<file path="config.mk">
export PLATFORM = sky130hd
export DESIGN_NAME = cohort_ticket_lock_manager_top_flat
export DESIGN_NICKNAME = d
export VERILOG_FILES = /design/src/sv/ctlm_pkg.sv /design/src/sv/ctlm_if.sv /design/src/sv/cohort_ticket_lock_manager_top.sv /design/src/flat_wrapper.sv
export SDC_FILE = /design/constraint.sdc
export NUM_CORES = 1
export LEC_CHECK = 0
export BUFFER_PORTS_ARGS = -buffer_cell sky130_fd_sc_hd__buf_2
export CAP_MARGIN = 20
export CORE_MARGIN = 5
export CORE_UTILIZATION = 60
export CTS_CLUSTER_SIZE = 8
export DETAILED_ROUTE_END_ITERATION = 10
export PLACE_DENSITY = 0.84
export SYNTH_ARGS = -nofsm -noshare
export SYNTH_HDL_FRONTEND = slang
export SYNTH_SLANG_ARGS = --single-unit
</file>
<file path="constraint.sdc">
create_clock -name clk -period 5.1 [get_ports clk]
set_input_delay 0.765 -clock clk [delete_from_list [all_inputs] [get_ports clk]]
set_output_delay 0.765 -clock clk [all_outputs]
set_load 0.005 [all_outputs]
</file>
<file path="src/sv/ctlm_pkg.sv">
`timescale 1ns / 1ps
// ----------------------------------------------------------------------------
// ctlm_pkg: shared definitions for the cohort ticket lock manager
// Field widths, operation codes, result status codes and register map.
// ----------------------------------------------------------------------------
package ctlm_pkg;

	// Item field widths
	localparam int OpcodeW = 3;
	localparam int NodeW   = 2;
	localparam int TicketW = 8;
	localparam int StatusW = 3;

	// Configuration port
	localparam int PaddrW = 3;
	localparam int PdataW = 32;
	localparam int LimitW = 8;
	localparam int BudgetW = 9;

	typedef logic [OpcodeW-1:0] opcode_t;
	typedef logic [StatusW-1:0] status_t;

	// Operation codes
	localparam opcode_t OP_TAKE_LOCAL  = 3'd0;
	localparam opcode_t OP_POLL_LOCAL  = 3'd1;
	localparam opcode_t OP_TAKE_GLOBAL = 3'd2;
	localparam opcode_t OP_POLL_GLOBAL = 3'd3;
	localparam opcode_t OP_TRYLOCK     = 3'd4;
	localparam opcode_t OP_UNLOCK      = 3'd5;

	// Result status codes
	localparam status_t ST_ISSUED      = 3'd0;
	localparam status_t ST_WAIT        = 3'd1;
	localparam status_t ST_ACQUIRED    = 3'd2;
	localparam status_t ST_NEED_GLOBAL = 3'd3;
	localparam status_t ST_BUSY        = 3'd4;
	localparam status_t ST_PASSED      = 3'd5;
	localparam status_t ST_RELEASED    = 3'd6;

	// Register word indexes (word index is paddr[2])
	localparam logic REG_BATCH_LIMIT = 1'b0;

	localparam logic [LimitW-1:0] BatchLimitReset = 8'd64;

endpackage

</file>
<file path="src/sv/ctlm_if.sv">
`timescale 1ns / 1ps
// ----------------------------------------------------------------------------
// ctlm_req_if / ctlm_rsp_if: valid/ready item channels
// Request channel carries one lock operation; response channel one result.
// ----------------------------------------------------------------------------
interface ctlm_req_if;
	logic                                valid;
	logic                                ready;
	logic [ctlm_pkg::OpcodeW-1:0]        opcode;
	logic [ctlm_pkg::NodeW-1:0]          node;
	logic [ctlm_pkg::TicketW-1:0]        ticket;

	modport source (output valid, output opcode, output node, output ticket, input ready);
	modport sink   (input valid, input opcode, input node, input ticket, output ready);
endinterface

interface ctlm_rsp_if;
	logic                                valid;
	logic                                ready;
	logic [ctlm_pkg::StatusW-1:0]        status;
	logic [ctlm_pkg::TicketW-1:0]        ticket_out;

	modport source (output valid, output status, output ticket_out, input ready);
	modport sink   (input valid, input status, input ticket_out, output ready);
endinterface

</file>
<file path="src/sv/cohort_ticket_lock_manager_top.sv">
`timescale 1ns / 1ps
// ----------------------------------------------------------------------------
// cohort_ticket_lock_manager_top: NUMA cohort lock, per-node and global tickets
// Each item passes through the input register and then the result register.
// Throughput: one item per cycle unless the result stalls; the per-node
// counter update is a single read-modify-write from input to result register.
// Reset (arst_n low, asynchronous): all counters, pass flags, budgets and the
// holder clear to zero, batch_limit returns to 64, both channels go empty.
// ----------------------------------------------------------------------------
module cohort_ticket_lock_manager_top #(
	parameter int NODES       = 4,
	parameter int TICKET_BITS = 8
) (
	input  logic                              clk,
	input  logic                              arst_n,
	ctlm_req_if.sink                          req,
	ctlm_rsp_if.source                        rsp,
	input  logic                              psel,
	input  logic                              penable,
	input  logic                              pwrite,
	input  logic [ctlm_pkg::PaddrW-1:0]       paddr,
	input  logic [ctlm_pkg::PdataW-1:0]       pwdata,
	output logic [ctlm_pkg::PdataW-1:0]       prdata,
	output logic                              pready
);

	localparam int NW = (NODES > 1) ? $clog2(NODES) : 1;
	localparam int TB = TICKET_BITS;
	localparam int TW = ctlm_pkg::TicketW;
	localparam int BW = ctlm_pkg::BudgetW;

	typedef logic [TB-1:0] tick_t;
	typedef logic [NW-1:0] nidx_t;

	// Lock state
	tick_t                         local_next_q    [NODES];
	tick_t                         local_serving_q [NODES];
	logic                          cohort_pass_q   [NODES];
	logic [BW-1:0]                 batch_left_q    [NODES];
	tick_t                         global_next_q;
	tick_t                         global_serving_q;
	logic [ctlm_pkg::NodeW-1:0]    holder_node_q;
	logic [ctlm_pkg::LimitW-1:0]   batch_limit_q;

	// Input register
	logic                          valid_s1;
	ctlm_pkg::opcode_t             opcode_s1;
	logic [ctlm_pkg::NodeW-1:0]    node_s1;
	logic [TW-1:0]                 ticket_s1;

	// Result register
	logic                          out_valid_q;
	ctlm_pkg::status_t             status_q;
	logic [TW-1:0]                 ticket_out_q;

	logic                          advance;
	logic                          fire;

	// Configuration port
	assign pready = 1'b1;
	assign prdata = (paddr[2] == ctlm_pkg::REG_BATCH_LIMIT) ?
		ctlm_pkg::PdataW'(batch_limit_q) : '0;

	always_ff @(posedge clk or negedge arst_n) begin
		if (!arst_n) begin
			batch_limit_q <= ctlm_pkg::BatchLimitReset;
		end else if (psel && penable && pwrite && pready &&
			(paddr[2] == ctlm_pkg::REG_BATCH_LIMIT)) begin
			batch_limit_q <= pwdata[ctlm_pkg::LimitW-1:0];
		end
	end

	// Handshake: the input stage moves on whenever the result register is free
	assign advance   = !out_valid_q || rsp.ready;
	assign fire      = valid_s1 && advance;
	assign req.ready = !valid_s1 || advance;

	always_ff @(posedge clk or negedge arst_n) begin
		if (!arst_n) begin
			valid_s1 <= 1'b0;
		end else if (req.ready) begin
			valid_s1 <= req.valid;
		end
	end

	always_ff @(posedge clk) begin
		if (req.ready && req.valid) begin
			opcode_s1 <= req.opcode;
			node_s1   <= req.node;
			ticket_s1 <= req.ticket;
		end
	end

	// Index and operand selection
	logic [NW+1:0]   node_ext;
	logic [NW+1:0]   hold_ext;
	logic [TB+7:0]   tk_ext;
	logic            node_ok;
	nidx_t           hidx;
	nidx_t           aidx;
	tick_t           tk;
	tick_t           ln;
	tick_t           ls;
	logic            cp;
	logic [BW-1:0]   bl;

	assign node_ext = {NW'(0), node_s1};
	assign hold_ext = {NW'(0), holder_node_q};
	assign tk_ext   = {TB'(0), ticket_s1};
	assign tk       = tk_ext[TB-1:0];
	assign node_ok  = (32'(node_s1) < 32'(NODES));
	assign hidx     = (32'(holder_node_q) < 32'(NODES)) ? hold_ext[NW-1:0] : '0;
	assign aidx     = (opcode_s1 == ctlm_pkg::OP_UNLOCK) ? hidx : node_ext[NW-1:0];

	assign ln = local_next_q[aidx];
	assign ls = local_serving_q[aidx];
	assign cp = cohort_pass_q[aidx];
	assign bl = batch_left_q[aidx];

	// Operation decode: next values for the selected node and the global lock
	tick_t                       ln_d;
	tick_t                       ls_d;
	logic                        cp_d;
	logic [BW-1:0]               bl_d;
	tick_t                       gn_d;
	tick_t                       gs_d;
	logic [ctlm_pkg::NodeW-1:0]  hn_d;
	ctlm_pkg::status_t           st_d;
	tick_t                       tko_d;
	tick_t                       ls_inc;

	assign ls_inc = ls + tick_t'(1);

	always_comb begin
		ln_d  = ln;
		ls_d  = ls;
		cp_d  = cp;
		bl_d  = bl;
		gn_d  = global_next_q;
		gs_d  = global_serving_q;
		hn_d  = holder_node_q;
		st_d  = ctlm_pkg::ST_BUSY;
		tko_d = '0;
		if (opcode_s1 == ctlm_pkg::OP_UNLOCK) begin
			// hand over within the node while the budget lasts
			if ((ln != ls_inc) && (bl != '0)) begin
				bl_d = bl - BW'(1);
				cp_d = 1'b1;
				ls_d = ls_inc;
				st_d = ctlm_pkg::ST_PASSED;
			end else begin
				if (ln != ls_inc) begin
					bl_d = BW'(batch_limit_q);
				end
				gs_d = global_serving_q + tick_t'(1);
				ls_d = ls_inc;
				st_d = ctlm_pkg::ST_RELEASED;
			end
		end else if (node_ok) begin
			case (opcode_s1)
				ctlm_pkg::OP_TAKE_LOCAL: begin
					tko_d = ln;
					ln_d  = ln + tick_t'(1);
					st_d  = ctlm_pkg::ST_ISSUED;
				end
				ctlm_pkg::OP_POLL_LOCAL: begin
					if (ls != tk) begin
						st_d = ctlm_pkg::ST_WAIT;
					end else if (cp) begin
						cp_d = 1'b0;
						st_d = ctlm_pkg::ST_ACQUIRED;
					end else begin
						st_d = ctlm_pkg::ST_NEED_GLOBAL;
					end
				end
				ctlm_pkg::OP_TAKE_GLOBAL: begin
					tko_d = global_next_q;
					gn_d  = global_next_q + tick_t'(1);
					st_d  = ctlm_pkg::ST_ISSUED;
				end
				ctlm_pkg::OP_POLL_GLOBAL: begin
					if (global_serving_q != tk) begin
						st_d = ctlm_pkg::ST_WAIT;
					end else begin
						hn_d = node_s1;
						st_d = ctlm_pkg::ST_ACQUIRED;
					end
				end
				ctlm_pkg::OP_TRYLOCK: begin
					if (ln == ls) begin
						ln_d = ln + tick_t'(1);
						if (cp) begin
							cp_d = 1'b0;
							st_d = ctlm_pkg::ST_ACQUIRED;
						end else if (global_next_q != global_serving_q) begin
							// global lock taken: give the local ticket back
							ls_d = ls_inc;
							st_d = ctlm_pkg::ST_BUSY;
						end else begin
							gn_d = global_next_q + tick_t'(1);
							hn_d = node_s1;
							st_d = ctlm_pkg::ST_ACQUIRED;
						end
					end
				end
				default: begin
					st_d = ctlm_pkg::ST_BUSY;
				end
			endcase
		end
	end

	// State write-back
	always_ff @(posedge clk or negedge arst_n) begin
		if (!arst_n) begin
			for (int i = 0; i < NODES; i++) begin
				local_next_q[i]    <= '0;
				local_serving_q[i] <= '0;
				cohort_pass_q[i]   <= 1'b0;
				batch_left_q[i]    <= '0;
			end
			global_next_q    <= '0;
			global_serving_q <= '0;
			holder_node_q    <= '0;
		end else if (fire) begin
			local_next_q[aidx]    <= ln_d;
			local_serving_q[aidx] <= ls_d;
			cohort_pass_q[aidx]   <= cp_d;
			batch_left_q[aidx]    <= bl_d;
			global_next_q         <= gn_d;
			global_serving_q      <= gs_d;
			holder_node_q         <= hn_d;
		end
	end

	// Result register
	logic [TB+7:0] tko_ext;
	assign tko_ext = {8'd0, tko_d};

	always_ff @(posedge clk or negedge arst_n) begin
		if (!arst_n) begin
			out_valid_q <= 1'b0;
		end else if (advance) begin
			out_valid_q <= valid_s1;
		end
	end

	always_ff @(posedge clk) begin
		if (fire) begin
			status_q     <= st_d;
			ticket_out_q <= tko_ext[TW-1:0];
		end
	end

	assign rsp.valid      = out_valid_q;
	assign rsp.status     = status_q;
	assign rsp.ticket_out = ticket_out_q;

endmodule

</file>
<file path="src/flat_wrapper.sv">
// flat-port wrapper written by rule: the top's interface ports become plain ports
module cohort_ticket_lock_manager_top_flat 
#(
	parameter int NODES       = 4,
	parameter int TICKET_BITS = 8
)
  (clk, arst_n, psel, penable, pwrite, paddr, pwdata, prdata, pready, req_valid, req_opcode, req_node, req_ticket, req_ready, rsp_valid, rsp_status, rsp_ticket_out, rsp_ready);
  ctlm_req_if req_i ();
  ctlm_rsp_if rsp_i ();
  input  logic clk;
  input  logic arst_n;
  input  logic psel;
  input  logic penable;
  input  logic pwrite;
  input  logic [ctlm_pkg::PaddrW-1:0] paddr;
  input  logic [ctlm_pkg::PdataW-1:0] pwdata;
  output logic [ctlm_pkg::PdataW-1:0] prdata;
  output logic pready;
  input wire logic [$bits(req_i.valid)-1:0] req_valid;
  input wire logic [$bits(req_i.opcode)-1:0] req_opcode;
  input wire logic [$bits(req_i.node)-1:0] req_node;
  input wire logic [$bits(req_i.ticket)-1:0] req_ticket;
  output wire logic [$bits(req_i.ready)-1:0] req_ready;
  output wire logic [$bits(rsp_i.valid)-1:0] rsp_valid;
  output wire logic [$bits(rsp_i.status)-1:0] rsp_status;
  output wire logic [$bits(rsp_i.ticket_out)-1:0] rsp_ticket_out;
  input wire logic [$bits(rsp_i.ready)-1:0] rsp_ready;
  assign req_i.valid = req_valid;
  assign req_i.opcode = req_opcode;
  assign req_i.node = req_node;
  assign req_i.ticket = req_ticket;
  assign req_ready = req_i.ready;
  assign rsp_valid = rsp_i.valid;
  assign rsp_status = rsp_i.status;
  assign rsp_ticket_out = rsp_i.ticket_out;
  assign rsp_i.ready = rsp_ready;
  cohort_ticket_lock_manager_top #(.NODES(NODES), .TICKET_BITS(TICKET_BITS)) u_core (.clk(clk), .arst_n(arst_n), .req(req_i), .rsp(rsp_i), .psel(psel), .penable(penable), .pwrite(pwrite), .paddr(paddr), .pwdata(pwdata), .prdata(prdata), .pready(pready));
endmodule
</file>
==> impl_metrics.yaml, run 1 <==
yosys:
  yosysSeqAreaShare_pct: 43.4
  synth.distinct_cells: 73
  synth-edff-count: 24
  syn-instance-count: 855
  synth_area_per_cell_um2: 10.8
  syn_area_um2: 9270
  synth_ff_type: "dfrtp_1"
  ys_ff_latch: 156
  async_flop_share_pct: 84.6
  yosysWarningCount: 0
setup_path:
  crit_path_max_incr_delay_ns: 0.76
  cp.arrival_ns: 4.76
  cp-start-kind: "register"
  crit_path_cell_trace: "inv_1, o21ai_4, buf_4, mux4_2, mux2i_1, xnor2_1, nor4_4, a31oi_2, nor4b_2, xor2_1, mux2_2"
  slowest_stage: "edfxtp_1"
  cp.required_ns: 5.48
  crit_fanout: 16
  end_kind: "register"
  crit_type: "register to register"
  reg2reg_depth: 11
clock_tree:
  cts_sinks: 156
  post_cts_resized: 0
  cts_hold_buf: 0
  cts_buffer_depth: 2
  cts_tree: "built"
  htree_levels: 4
  root_buffer: "clkbuf_16"
  clk_transition_reported_paths_ns: 0.07
  cts_buffers: 17
  worst_skew_pair.late_latency_ns: 0.44
  cts_setup_buffers: 0
final_layout:
  register_area_um2: 4030
  fin_area_um2: 10200
  final_nets: 958
  final_layout_size_suffix_gt1_share_pct: 25.4
  area_growth_pct: 10.5
  fillers: 1105
  diodes: 0
  multi_input_area_um2: 4820
placed_design:
  post_dp_cell_area_um2: 9610
  port_buffers: 49
  dp_hpwl_mm: 15.1
  gp_congestion: 0.991
drt:
  post-route-drc-count: 0
  final_antenna_net_count: 0
  routed_wl_mm: 22.1
  vias: 6921
  avgViaCountPerCell: 6.30
  drt_iter0_markers: 529
  routedWlPerCell_um: 20.2
  first_pass_iters: 6
floorplanning:
  fp-row-count: 45
  die_h_um: 134
  io-pin-count: 101
  core-area_um2: 15200
  dieArea_um2: 18000
  start_util_pct: 61.0
  die_w_um: 134
timing:
  setup_tns_ns: 0
  final_max_slew_viol_count: 0
  finalSetupViolCount: 0
  hold_violations: 0
  period_needed_ns: 4.39
  hold_slack_ns: 0.343
  period_share_pct: 86.0
  grt_setup_unrepaired: "no"
  maxSlewHeadroom_pct: 41.7
  worst_slew_pin_slew_ns: 0.851
  max_freq_mhz: 228
  skew_ns: 0.00919
power:
  power.internal_mw: 2.98
  combPwrFrac_pct: 32.8
  p_per_area_nw_per_um2: 451
  vdd_drop_max_mv: 0.340
  pwr-share-seq_pct: 39.7
  leakage_nw: 4.47
  clkPwrFrac_pct: 27.5
  power_switching_share_pct: 35.4
  p_switching_mw: 1.64
grt:
  grt_use_met2_pct: 41.9
  use_met3_pct: 6.56
  grt_most_used_layer: "met2"
  gr-usage-met1_pct: 31.3
  grt_max_degree: 51
  overflow: 0
  grt_pass1_vias: 7051
  track_usage_pct: 25.4
  antenna_found_initial: 0
  grt_pass1_wl_mm: 35.9
job:
  maxCapViolations: 0
outcome:
  outcome: "completed"
min_path:
  hp-class: "primary input to asynchronous set/reset pin"
[power groups by stage]
stage                     Combinational, mW  Sequential (mW)  Clock, mW
final                                  1.52             1.83       1.27
after detailed placement               1.45             1.87          0
after global routing                   1.67             1.87       1.35
after CTS                              1.47             1.85       1.29
after global placement                 1.40             1.84          0
after floorplan                        1.18             1.75          0
[synth_stat cells (all sizes together) (13+ instances only)]
library cell  instances  area share [%]
a21oi                23             1.4
and2                 13            0.88
buf                  50             3.7
clkbuf               23            0.93
dfrtp               131              35
edfxtp               24             7.8
inv                  26             1.1
mux2                 82              10
mux2i                60             6.5
mux4                 18             4.4
nand2                81             3.3
nand3                17            0.92
nor2                 35             1.4
o211ai               30             2.4
o21ai                49             3.0
xnor2                43             4.1
xor2                 20             1.9
[critical path, delay by kind of cell (launching register included)]
| family | cells | cell delay (ns) |
|---|---|---|
| compound gates | 2 | 0.59 |
| xor+xnor | 2 | 0.59 |
| buf+inv | 2 | 0.56 |
| flops | 1 | 0.76 |
| mux | 3 | 0.99 |
| simple gates | 2 | 0.82 |
[metrics by stage]
stage | total power, mW | utilization, % | setup WS (ns) | std cells
after floorplan | 2.93 | - | 1.49 | 878
after global placement | 3.24 | 63.2 | 0.792 | 1066
after detailed placement | 3.31 | 63.2 | 0.752 | 1066
after CTS | 4.60 | 67.2 | 0.705 | 1098
after global routing | 4.89 | 67.4 | 0.468 | 1099
final | 4.62 | 67.4 | 0.713 | 1099
[cells in the final DEF (no fill, tap or decap), types with 3 or more instances in the layout]
cell	n
nand3b_1	3
ha_1	5
mux2i_1	60
conb_1	25
a21o_1	6
nor2_1	35
and3_1	6
mux4_2	18
o21ai_0	43
a21oi_1	22
nand2_1	81
inv_8	4
nor3_2	4
xnor2_1	43
o31ai_1	4
nand3_1	17
inv_1	26
mux2_2	82
o31a_1	3
nor2b_1	9
nor3_1	8
nand4_1	7
buf_2	48
buf_4	25
xor2_1	20
inv_6	4
nand4b_1	3
nor4_1	9
and2_1	13
a31oi_1	3
o211ai_1	30
edfxtp_1	24
dfrtp_1	131
nand2b_1	8
a22oi_1	4
clkbuf_16	17
[state kept, by name, indices dropped and copies added (netlist names)]
| signal | count |
|---|---|
| u_core.local_next_q | 32 |
| u_core.ticket_s1 | 8 |
| u_core.valid_s1 | 1 |
| u_core.local_serving_q | 32 |
| u_core.global_next_q | 8 |
| u_core.global_serving_q | 8 |
| u_core.opcode_s1 | 3 |
| u_core.hidx | 2 |
| u_core.batch_limit_q | 8 |
| u_core.rsp.valid | 1 |
| u_core.rsp.ticket_out | 8 |
| u_core.rsp.status | 3 |
| u_core.cohort_pass_q | 4 |
| u_core.batch_left_q | 36 |
| u_core.node_s1 | 2 |
[layer usage]
metal / routed length [um] / up-vias
li1: - / 3131
met1: 8750 / 3424
met2: 11000 / 313
met3: 1710 / 53
met4: 671 / 0
met5: 0 / -
[cell families (layout without fill, tap and decap cells)]
logic type               after synthesis  after routing  synth area share [%]
adder cells (fa/ha/maj)                5              5                 0.675
other                                  2             25                0.0810
buffers and inverters                101            134                  5.74
AND/OR/NAND/NOR                      225            225                  12.8
flip-flops                           156            156                  43.4
AO/OA/AOI/OAI                        143            143                  10.5
XOR/XNOR                              63             63                  5.95
multiplexers                         160            160                  20.8
[layout make-up]
type                    instances  area share, %
clock buffers                  17           4.15
clock inverters                15           1.71
inverters                      28           1.03
multi-input cells             621           47.1
flip-flops and latches        156           39.3
well taps                     188           2.30
repair buffers                 74           4.45
[final timing paths]
kind                                               from                          to  slack (ns)
worst max-delay path                  u_core.node_s1[1]  u_core.local_serving_q[20]        0.71
worst min-delay path                             arst_n     u_core.global_next_q[5]        0.34
worst max register to register        u_core.node_s1[1]  u_core.local_serving_q[20]        0.71
worst min register to register  u_core.batch_left_q[11]     u_core.batch_left_q[11]        0.48
max in group asynchronous                        arst_n  u_core.local_serving_q[14]        3.71
min in group clk                u_core.batch_left_q[11]     u_core.batch_left_q[11]        0.48
No activity file was read; power rests on OpenSTA's default activity.
==> run 2, diff against run 1 <==
--- a/config.mk
+++ b/config.mk
@@ -7,7 +7,7 @@
 export LEC_CHECK = 0
 export BUFFER_PORTS_ARGS = -buffer_cell sky130_fd_sc_hd__buf_2
 export CAP_MARGIN = 20
-export CORE_MARGIN = 5
+export CORE_MARGIN = 4
 export CORE_UTILIZATION = 60
 export CTS_CLUSTER_SIZE = 8
 export DETAILED_ROUTE_END_ITERATION = 10
==> run 2 against run 1 <==
  * Sequential share of layout area is essentially flat
  * First-iteration DRC count grew 7.0%
  * Cell area is essentially flat
  * Hold slack lost 0.012 ns
  * Clock skew shrank 0.0020 ns
  * Final cell count grew 0.18%
  * Highest routed layer unchanged
  * Largest cell class unchanged
  * Global-route usage grew 0.34 points
  * Setup slack lost 0.10 ns
  * Largest power group unchanged
  * Clock power grew 4%
==> impl_metrics.yaml, run 2 (synthesis results as in run 1) <==
outcome:
  outcome: "completed"
timing:
  skew_ns: 0.00716
  fin_ws_ns: 0.609
  max_freq_mhz: 223
  period_share_pct: 88.1
  period_needed_ns: 4.49
  worst_slew_pin_slew_ns: 0.883
  maxSlewHeadroom_pct: 39.5
  final_max_slew_viol_count: 0
  grt_setup_unrepaired: "no"
  hold_violations: 0
  finalSetupViolCount: 0
  setup_tns_ns: 0
grt:
  track_usage_pct: 25.8
  grt_pass1_vias: 6914
  overflow: 0
  antenna_found_initial: 0
  grt_max_degree: 49
  grt_pass1_wl_mm: 35.9
floorplanning:
  io-pin-count: 101
  die_w_um: 132
  die_h_um: 132
  start_util_pct: 61.2
  fp-row-count: 45
  core-area_um2: 15100
  dieArea_um2: 17500
final_layout:
  area_growth_pct: 10.5
  final_util_pct: 67.6
  layout_common_cells: "dfrtp_1, mux2_2, nand2_1, mux2i_1, buf_2"
  largest_register: "u_core.batch_left_q"
  final_nets: 960
  final_common_cell: "dfrtp_1"
  reg_top3: "u_core.batch_left_q (36), u_core.local_next_q (32), u_core.local_serving_q (32)"
  diodes: 0
  fillers: 1086
  final_layout_size_suffix_gt1_share_pct: 25.5
  largest_reg_flops: 36
setup_path:
  cp-start-kind: "register"
  cp.required_ns: 5.43
  end_kind: "register"
  cp.arrival_ns: 4.82
  crit_type: "register to register"
  crit_fanout: 12
drt:
  first_pass_iters: 7
  avgViaCountPerCell: 6.21
  post-route-drc-count: 0
  vias: 6832
  routed_wl_mm: 22.1
  drt_iter0_markers: 566
  routedWlPerCell_um: 20.0
  final_antenna_net_count: 0
power:
  leakage_nw: 4.48
  finalPower_mw: 4.65
  p_per_area_nw_per_um2: 454
  vdd_drop_max_mv: 0.293
clock_tree:
  cts_tree: "built"
  worst_skew_pair.late_latency_ns: 0.44
  cts_setup_buffers: 0
  cts_hold_buf: 0
  clk_transition_reported_paths_ns: 0.06
  cts_sinks: 156
  htree_levels: 4
  cts_buffers: 17
  cts_buffer_depth: 2
  root_buffer: "clkbuf_16"
  post_cts_resized: 0
placed_design:
  place_ws_ns: 0.787
  port_buffers: 49
  dp_hpwl_mm: 15.2
  gp_congestion: 0.950
job:
  maxCapViolations: 0
min_path:
  hp-class: "primary input to asynchronous set/reset pin"
## run 2: cell types whose count changed in the layout (fill, tap and decap cells not counted), moves of 2 or more
cell	change
clkinv_4	-2
buf_4	+3
inv_4	+3
inv_8	-2
clkinv_8	-2
## run 2: worst paths after layout
kind | from | slack [ns] | cells after the start | end
min in group clk | u_core.batch_left_q[8] | 0.48 | 2 | u_core.batch_left_q[8]
worst min register to register | u_core.batch_left_q[8] | 0.48 | 2 | u_core.batch_left_q[8]
worst min-delay path | arst_n | 0.33 | 1 | u_core.global_serving_q[3]
worst max-delay path | u_core.node_s1[0] | 0.61 | 11 | u_core.batch_left_q[3]
max in group asynchronous | arst_n | 3.78 | 2 | u_core.batch_left_q[33]
worst max register to register | u_core.node_s1[0] | 0.61 | 11 | u_core.batch_left_q[3]
## run 2: layout make-up
| class | instances | area [um2] | area share [%] |
|---|---|---|---|
| multi-input combinational | 621 | 4820 | 47.0 |
| sequential | 156 | 4030 | 39.3 |
| clock buffer | 19 | 464 | 4.53 |
| timing repair buffer | 76 | 450 | 4.40 |
| tap | 188 | 235 | 2.30 |
| clock inverter | 13 | 148 | 1.44 |
| inverter | 28 | 105 | 1.03 |
## run 2: critical path, cell delays in order, from the launching register on
cell	delay, ns
edfxtp_1	0.91
buf_4	0.35
mux2i_1	0.20
inv_1	0.05
o211ai_1	0.42
a21oi_1	0.18
or4_1	0.50
a221o_1	0.32
a2111oi_2	0.41
nand2b_1	0.42
o21ai_0	0.29
mux2_2	0.33
## run 2: metrics by stage
step	hold slack (ns)	instance area, um2	instances
3_5_place_dp	0.467	9630	1069
6_report	0.331	10200	1101
3_3_place_gp	0.458	9630	1069
5_1_grt	0.370	10200	1101
4_1_cts	0.348	10200	1101
2_1_floorplan	0.445	9360	878
## run 2: where the power goes
group | leakage (nW) | internal [mW] | switching (mW)
logic | 2.24 | 0.687 | 0.810
clock network | 0.301 | 0.773 | 0.543
registers | 1.95 | 1.58 | 0.252
total | 4.48 | 3.04 | 1.61
## run 2: layer usage
metal / vias to the layer above / track usage, % / share of wire [%]
met5: - / 0 / 0
met4: 0 / 10.7 / 2.9
met3: 59 / 5.46 / 7.0
met2: 300 / 43.6 / 50
met1: 3346 / 32.3 / 40
li1: 3127 / - / -
==> run 3, diff against run 2 <==
--- a/config.mk
+++ b/config.mk
@@ -12,6 +12,7 @@
 export CTS_CLUSTER_SIZE = 8
 export DETAILED_ROUTE_END_ITERATION = 10
 export PLACE_DENSITY = 0.84
+export RECOVER_POWER = 25
 export SYNTH_ARGS = -nofsm -noshare
 export SYNTH_HDL_FRONTEND = slang
 export SYNTH_SLANG_ARGS = --single-unit
==> run 3 against run 2 <==
  * The run now ends with max-capacitance violations, max-slew violations left
  * Clock power barely moved
  * Flip-flop and latch count is the same
  * Via count down 0.13%
  * Register-to-register slack about the same
  * Die area stayed put
  * Final cell count unchanged
  * Hold slack better by 0.15 ns
  * First-iteration DRC count shrank 1.2%
  * Cell area about the same
  * Largest power group unchanged
  * Highest routed layer unchanged
==> impl_metrics.yaml, run 3 (synthesis results as in run 1) <==
timing:
  grt_setup_unrepaired: "no"
  maxSlewHeadroom_pct: -66.8
  worst_slew_pin_slew_ns: 2.50
  final_max_slew_viol_count: 49
  finalSetupViolCount: 0
  period_needed_ns: 4.49
  max_freq_mhz: 223
  hold_violations: 0
  period_share_pct: 88.0
  skew_ns: 0.00729
  setup_tns_ns: 0
drt:
  first_pass_iters: 5
  routedWlPerCell_um: 20.0
  routed_wl_mm: 22.0
  vias: 6823
  post-route-drc-count: 0
  avgViaCountPerCell: 6.20
  drt_iter0_markers: 559
  final_antenna_net_count: 0
clock_tree:
  htree_levels: 4
  cts_hold_buf: 0
  cts_buffers: 17
  root_buffer: "clkbuf_16"
  worst_skew_pair.late_latency_ns: 0.44
  cts_sinks: 156
  cts_buffer_depth: 2
  clk_transition_reported_paths_ns: 0.07
  cts_tree: "built"
  post_cts_resized: 0
  cts_setup_buffers: 0
power:
  vdd_drop_max_mv: 0.292
  leakage_nw: 4.47
  p_per_area_nw_per_um2: 453
min_path:
  min_to: "u_core.batch_left_q[29]"
  whs_path_depth: 1
  worstHoldStart: "u_core.batch_left_q[29]"
  hp-class: "register to register"
placed_design:
  dp_hpwl_mm: 15.2
  gp_congestion: 0.950
  port_buffers: 49
  post_dp_cell_area_um2: 9630
floorplanning:
  die_h_um: 132
  core-area_um2: 15100
  io-pin-count: 101
  fp-row-count: 45
  start_util_pct: 61.2
  dieArea_um2: 17500
  die_w_um: 132
grt:
  grt_pass1_vias: 6914
  antenna_found_initial: 0
  overflow: 0
  track_usage_pct: 25.8
  grt_pass1_wl_mm: 35.9
  grt_max_degree: 49
final_layout:
  area_growth_pct: 10.4
  fin_area_um2: 10200
  diodes: 0
  final_nets: 960
  final_layout_size_suffix_gt1_share_pct: 25.1
  reg_top3: "u_core.batch_left_q (36), u_core.local_next_q (32), u_core.local_serving_q (32)"
  largest_reg_flops: 36
  final_common_cell: "dfrtp_1"
  layout_common_cells: "dfrtp_1, mux2_2, nand2_1, mux2i_1, buf_2"
  largest_register: "u_core.batch_left_q"
setup_path:
  crit_type: "register to register"
  r2r-end: "u_core.batch_left_q[3]"
  r2r_slack_ns: 0.61
  cp.required_ns: 5.42
  reg2reg_depth: 11
  critPathLaunch: "u_core.node_s1[0]"
  r2r-start: "u_core.node_s1[0]"
  cp.arrival_ns: 4.81
  crit_fanout: 12
  end_kind: "register"
  cp-start-kind: "register"
outcome:
  violations: "max-capacitance violations, max-slew violations"
  outcome: "finished with violations"
job:
  maxCapViolations: 1
[run 3: cell types whose count changed in the layout (fill, tap and decap cells not counted), sizes merged]
cell    previous run  this run
buf               76        71
clkbuf            19        24
[run 3: how the worst max path moves through the flow]
| stage | slack, ns | depth (start not counted) | end |
|---|---|---|---|
| after floorplan | 1.49 | 14 | u_core.global_serving_q[1] |
| after global placement | 0.79 | 10 | u_core.batch_left_q[30] |
| after detailed placement | 0.79 | 11 | u_core.batch_left_q[3] |
| after CTS | 0.67 | 11 | u_core.batch_left_q[3] |
| after global routing | 0.40 | 9 | u_core.local_next_q[6] |
| final | 0.61 | 11 | u_core.batch_left_q[3] |
[run 3: critical path, stage by stage, from the launching register on]
cell and delay, ns:
edfxtp_1 0.91, buf_4 0.35, mux2i_1 0.20, inv_1 0.05, o211ai_1 0.42, a21oi_1 0.18
or4_1 0.50, a221o_1 0.32, a2111oi_2 0.41, nand2b_1 0.42, o21ai_0 0.29, mux2_2 0.33
[run 3: layout make-up]
cell class	instances	area [um2]
clock buffers	19	464
clock inverters	13	148
fillers	1089	4910
inverters	28	105
multi-input cells	621	4820
flip-flops and latches	156	4030
well taps	188	235
repair buffers	76	440
[run 3: per-layer routing]
layer / wire length (um) / up-vias / global-route usage (%)
met5: 0 / - / 0
met4: 629 / 0 / 10.7
met3: 1490 / 61 / 5.46
met2: 11100 / 283 / 43.6
met1: 8780 / 3354 / 32.3
li1: - / 3125 / -
[run 3: power by group]
part           total, mW  internal, mW  switching (mW)  leakage, nW
combinational       1.49         0.686           0.807         2.22
clock               1.31         0.773           0.541        0.301
sequential          1.83          1.58           0.252         1.95
total               4.64          3.04            1.60         4.47
[run 3: metrics by stage]
step	worst slack [ns]	power, mW	hold WS [ns]	std cells	util, %
after floorplan	1.49	2.93	0.445	878	-
final	0.612	4.64	0.481	1101	67.6
after global placement	0.794	3.25	0.458	1069	63.6
after CTS	0.673	4.64	0.348	1101	67.6
after global routing	0.400	4.90	0.494	1101	67.6
after detailed placement	0.787	3.32	0.467	1069	63.6
